==> config.mk <==
export PLATFORM = sky130hd
export DESIGN_NAME = dhbd_sigmoid_lane
export DESIGN_NICKNAME = d
export VERILOG_FILES = /design/src/design/dhbd_pkg.sv /design/src/design/dhbd_sigmoid_lane.sv
export SDC_FILE = /design/constraint.sdc
export NUM_CORES = 1
export LEC_CHECK = 0
export CORE_MARGIN = 2
export CORE_UTILIZATION = 40
export DETAILED_ROUTE_END_ITERATION = 16
export DONT_BUFFER_PORTS = 1
export PLACE_DENSITY = 0.6
export RECOVER_POWER = 25
export SLEW_MARGIN = 20
export SYNTH_ARGS = -nofsm -noshare
export SYNTH_HDL_FRONTEND = slang
export SYNTH_SLANG_ARGS = --single-unit
export TNS_END_PERCENT = 5
==> constraint.sdc <==
create_clock -name aclk -period 13.8 [get_ports aclk]
set_clock_uncertainty 0.15 [all_clocks]
set_input_delay 3.45 -clock aclk [delete_from_list [all_inputs] [get_ports aclk]]
set_output_delay 3.45 -clock aclk [all_outputs]
set_load 0.02 [all_outputs]
==> src/design/dhbd_pkg.sv <==
`timescale 1ns / 1ps
package dhbd_pkg;
    localparam int NUM_CLASSES_DEF = 2;
    localparam int FINEST_STRIDE_LOG2_DEF = 3;
    localparam int LOGIT_W = 16;
    localparam int PROB_W = 16;
    localparam int BOX_W = 14;
    localparam int CFG_W = 60;
    localparam int NUM_LANES = 6;

    localparam logic [2:0] REG_NET_WIDTH = 3'd0;
    localparam logic [2:0] REG_NET_HEIGHT = 3'd1;
    localparam logic [2:0] REG_SCORE_THR = 3'd2;
    localparam logic [2:0] REG_SCALE_X = 3'd3;
    localparam logic [2:0] REG_SCALE_Y = 3'd4;
    localparam logic [2:0] REG_ANCH_FINE = 3'd5;
    localparam logic [2:0] REG_ANCH_MID = 3'd6;
    localparam logic [2:0] REG_ANCH_COARSE = 3'd7;

    typedef struct packed {
        logic       last;
        logic [1:0] sc;
        logic [1:0] an;
        logic [7:0] row;
        logic [7:0] col;
    } pos_t;

    function automatic logic [16:0] pow2_neg(input logic [4:0] i);
        case (i)
            5'd0: pow2_neg = 17'd65536;
            5'd1: pow2_neg = 17'd62758;
            5'd2: pow2_neg = 17'd60097;
            5'd3: pow2_neg = 17'd57549;
            5'd4: pow2_neg = 17'd55108;
            5'd5: pow2_neg = 17'd52772;
            5'd6: pow2_neg = 17'd50535;
            5'd7: pow2_neg = 17'd48392;
            5'd8: pow2_neg = 17'd46341;
            5'd9: pow2_neg = 17'd44376;
            5'd10: pow2_neg = 17'd42495;
            5'd11: pow2_neg = 17'd40693;
            5'd12: pow2_neg = 17'd38968;
            5'd13: pow2_neg = 17'd37316;
            5'd14: pow2_neg = 17'd35734;
            5'd15: pow2_neg = 17'd34219;
            default: pow2_neg = 17'd32768;
        endcase
    endfunction
endpackage

==> src/design/dhbd_sigmoid_lane.sv <==
`timescale 1ns / 1ps
module dhbd_sigmoid_lane (
    input  logic                            aclk,
    input  logic                            start,
    input  logic signed [dhbd_pkg::LOGIT_W-1:0] x,
    output logic                            done,
    output logic [dhbd_pkg::PROB_W-1:0]     y
);
    import dhbd_pkg::*;

    // 0 idle, 1 exp, 2..18 restoring divide of 2^32+d/2 by d
    logic [4:0]  step_reg;
    logic        neg_reg;
    logic [35:0] t_reg;
    logic [17:0] d_reg;
    logic [33:0] num_reg;
    logic [17:0] rem_reg;
    logic [17:0] quo_reg;
    logic        done_reg;
    logic [15:0] y_reg;

    logic [15:0] a;
    logic [19:0] n;
    logic [15:0] f;
    logic [16:0] p0, p1, p;
    logic [28:0] dprod;
    logic [16:0] e;
    logic [17:0] trial;

    always_comb begin
        a = x[LOGIT_W-1] ? 16'(-x) : 16'(x);
        n = t_reg[35:16];
        f = t_reg[15:0];
        p0 = pow2_neg({1'b0, f[15:12]});
        p1 = pow2_neg({1'b0, f[15:12]} + 5'd1);
        dprod = 29'(p0 - p1) * 29'(f[11:0]);
        p = p0 - 17'(dprod >> 12);
        e = (n < 20'd32) ? (p >> n[4:0]) : 17'd0;
        trial = {rem_reg[16:0], num_reg[33]};
    end

    always_ff @(posedge aclk) begin
        done_reg <= 1'b0;
        if (start) begin
            neg_reg <= x[LOGIT_W-1];
            t_reg <= 36'((36'(a) * 36'd94548) >> 8);
            step_reg <= 5'd1;
        end else if (step_reg == 5'd1) begin
            d_reg <= 18'd65536 + 18'(e);
            num_reg <= 34'h100000000 + 34'((18'd65536 + 18'(e)) >> 1);
            rem_reg <= '0;
            quo_reg <= '0;
            step_reg <= 5'd2;
        end else if (step_reg != 5'd0) begin
            // two quotient bits per step over 34 numerator bits
            logic [17:0] r1, r2;
            logic q1, q2;
            q1 = trial >= d_reg;
            r1 = q1 ? trial - d_reg : trial;
            r2 = {r1[16:0], num_reg[32]};
            q2 = r2 >= d_reg;
            r2 = q2 ? r2 - d_reg : r2;
            rem_reg <= r2;
            num_reg <= {num_reg[31:0], 2'b00};
            quo_reg <= {quo_reg[15:0], q1, q2};
            step_reg <= (step_reg == 5'd18) ? 5'd0 : step_reg + 5'd1;
            if (step_reg == 5'd18) begin
                done_reg <= 1'b1;
            end
        end
    end

    always_comb begin
        logic [16:0] sres;
        sres = (quo_reg[17] || quo_reg[16]) ? 17'd65536 : quo_reg[16:0];
        if (neg_reg) begin
            sres = 17'd65536 - sres;
        end
        y_reg = (sres > 17'd65535) ? 16'hFFFF : sres[15:0];
    end

    assign done = done_reg;
    assign y = y_reg;
endmodule

==> flow_metrics.py <==
metrics = {
    "outcome": {
        "status": "finished, violations left",
        "violations": "max-capacitance violations, max-slew violations",
    },
    "clock_network": {
        "cts.sinks": 136,
        "cts.clk_slew.worst_paths_ps": 70,
        "holdBufCountCts": 0,
        "cts_root_buf": "clkbuf_16",
        "cts_buffer_depth": 2,
        "h-tree-depth": 4,
        "cts_tree": "done",
        "cts_buffers": 17,
        "clock_latency_ps": 430,
    },
    "synth": {
        "synth_fp_nets": 2963,
        "dominantRegCellSynth": "edfxtp_1",
        "syn-instance-count": 2399,
        "yosysUniqueCellTypes": 73,
        "netlist.area_leader.share": 0.241,
        "synth_edf_count": 113,
        "yosysWarnings": 0,
        "yosysSeqAreaShare": 0.177,
        "syn-cell-area_um2": 21800,
        "synth_top_area_cell": "fa_1",
        "synth-async-reset-ratio": 0,
        "yosys_register_bits": 136,
        "syn_area_per_cell_um2": 9.09,
        "synth.area.top_cells": "fa_1 24%, ha_1 16%, edfxtp_1 16%",
    },
    "sta": {
        "period_minus_slack_ps": 12790,
        "drv_slew": 59,
        "fmaxAchievable_mhz": 78.2,
        "hold_viol": 0,
        "slew_headroom": -0.606,
        "worst_pin_slew_ps": 2410,
        "rsz0062_at_grt": "no",
        "finalSetupViolations": 0,
        "fin_crit_sh": 0.927,
        "fin_tns_setup_ps": 0,
    },
    "die": {
        "fp.dieH_um": 237,
        "die_area_um2": 56400,
        "start_util": 0.405,
        "core-area_um2": 53800,
        "die_width_um": 237,
        "rows": 85,
        "pin_count": 35,
    },
    "hold_path": {
        "hold_end": "num_reg[8]$_DFFE_PP_",
        "hold_class": "reg -> reg",
        "worstHoldStart": "num_reg[6]$_DFFE_PP_",
        "hold_depth": 2,
    },
    "worst_setup_path": {
        "timing_worst_setup_path_type": "reg -> reg",
        "crit_arrival_ps": 12820,
        "slowest_delay_ps": 560,
        "reg2reg_to": "num_reg[2]$_DFFE_PP_",
        "critPathBufInv": 6,
        "cp.required_ps": 13820,
        "worst_path_dominant_cell_family": "adder cells",
        "r2r_start": "t_reg[13]$_DFFE_PP_",
        "crit_top_cell": "inv_1",
        "r2r_slack_ps": 1010,
        "reg2reg_depth": 48,
        "cp_slowest_cell": "ha_2",
        "crit_path_max_fanout": 16,
        "end_kind": "register",
        "startpoint_type": "register",
    },
    "cells_and_area": {
        "area_delta_synth_final_pct": 6.08,
        "layout.area.seq_um2": 3850,
        "drive_above_1_share": 0.0531,
        "n_antenna_cell": 0,
        "fin_nets": 2925,
        "fillers": 5215,
        "largest_reg_flops": 34,
        "multi_input_area_um2": 16100,
    },
    "routing": {
        "wl_per_cell_um": 16.8,
        "drtIter0Drc": 926,
        "ant_nets": 0,
        "vias": 16081,
        "drt_first_pass_iters": 5,
        "totalWireLength_um": 51600,
        "via_per_inst": 5.24,
        "drc": 0,
    },
    "grt": {
        "grt_pass1_wl_um": 86100,
        "grt_max_degree": 59,
        "antenna_found_initial": 1,
        "track_usage": 0.191,
        "grt_overflow_total": 0,
        "grt_pass1_vias": 16668,
    },
    "placed_design": {
        "globalplace.congestion": 0.891,
        "dp_hpwl_um": 41500,
        "io_buffer_count": 0,
    },
    "job": {
        "drv_cap": 1,
    },
}
[through the flow]
| step | util | cell area [um^2] | setup slack [ps] | cells | hold WS (ps) |
|---|---|---|---|---|---|
| floorplan | - | 21800 | 2450 | 2399 | 327 |
| global placement | 0.419 | 22500 | 838 | 3036 | 355 |
| detailed placement | 0.419 | 22500 | 560 | 3036 | 361 |
| CTS | 0.429 | 23100 | 527 | 3068 | 376 |
| global route | 0.430 | 23100 | 45.0 | 3070 | 386 |
| finish | 0.430 | 23100 | 1010 | 3070 | 375 |
[cell usage after synthesis, types with 5 or more instances]
library cell  count
o211ai_1          9
nand2_1         239
o22ai_1           6
nand2b_1         25
o31ai_1          14
edfxtp_1        113
or3_1            14
mux2i_1          16
a31oi_1          17
or2_2            13
ha_1            284
clkbuf_1         75
o21ai_0          96
and3_1            5
a21o_1           34
a21boi_0          5
xnor2_1          80
nor2_1          118
nor3_1           47
o31a_1            5
and2_1          121
a211oi_1          8
a21oi_1          79
nand3_1          31
nor2b_1          42
nor4_1            9
inv_1           416
o21a_1           28
xor2_1           34
o21bai_1          6
a31o_2            8
mux2_2           29
buf_1             5
fa_1            262
nand4_1          11
dfxtp_1          23
[worst min-delay path, stage by stage (launching register included)]
cell	delay, ps
edfxtp_1	320
nand2_1	50
o31ai_1	50
[worst max path at each step]
stage                                      end           startpoint  cells after the start  slack (ps)
after global placement    num_reg[6]$_DFFE_PP_  t_reg[12]$_DFFE_PP_                     49         840
after CTS                 num_reg[2]$_DFFE_PP_  t_reg[12]$_DFFE_PP_                     49         530
after floorplan           num_reg[7]$_DFFE_PP_  t_reg[13]$_DFFE_PP_                     48        2450
after global routing      num_reg[2]$_DFFE_PP_  t_reg[13]$_DFFE_PP_                     53          50
final                     num_reg[2]$_DFFE_PP_  t_reg[13]$_DFFE_PP_                     48        1010
after detailed placement  num_reg[2]$_DFFE_PP_  t_reg[12]$_DFFE_PP_                     49         560
[cells in the final DEF (no fill, tap or decap), drive strengths merged, types with 6 or more instances in the layout]
cell	netlist	final
clkbuf	75	19
xnor2	81	81
nor3	47	47
a21oi	83	83
o31ai	15	15
o21ai	99	99
a211oi	8	8
mux2	29	29
o21bai	6	6
o22ai	6	6
nor2	120	120
nand3	31	31
or3	14	14
a21boi	6	6
a21o	34	34
fa	262	262
dfxtp	23	23
nand4	11	11
nand2	239	239
nor4	9	9
clkinv	1	6
and2	121	121
mux2i	16	16
o211ai	9	9
ha	284	284
o21a	28	28
xor2	34	34
buf	9	26
nor2b	42	42
nand2b	25	25
or2	13	13
edfxtp	113	113
a31o	8	8
inv	417	421
a31oi	17	17
[metal layers]
metal  GRT usage  up-vias  share of wire
li1            -     7787              -
met2       0.328      328           0.48
met5           0        -              0
met1       0.253     7908           0.46
met4      0.0461        0          0.021
met3      0.0262       58          0.038
[layout make-up]
| cell class | count | area share |
|---|---|---|
| repair buffers | 27 | 0.00860 |
| clock inverters | 14 | 0.00530 |
| inverters | 418 | 0.0678 |
| clock buffers | 18 | 0.0186 |
| flip-flops and latches | 136 | 0.167 |
| multi-input cells | 1761 | 0.695 |
| well taps | 696 | 0.0377 |
[cells by family after synthesis]
family | count (synthesis) | synth area share
AND/OR/NAND/NOR | 687 | 0.153
adder cells (fa/ha/maj) | 546 | 0.404
buffers and inverters | 502 | 0.0867
AO/OA/AOI/OAI | 367 | 0.110
flip-flops | 136 | 0.177
XOR/XNOR | 115 | 0.0465
multiplexers | 46 | 0.0234
[repair_timing]
action	4_1_cts	5_1_grt
buffers inserted	0	2
hold endpoints to repair	0	0
gates resized for setup	0	3
endpoints found under the setup margin	0	32
Power is not shown: default switching activity piles up to over one toggle a cycle in this logic, so the estimate is an artifact.
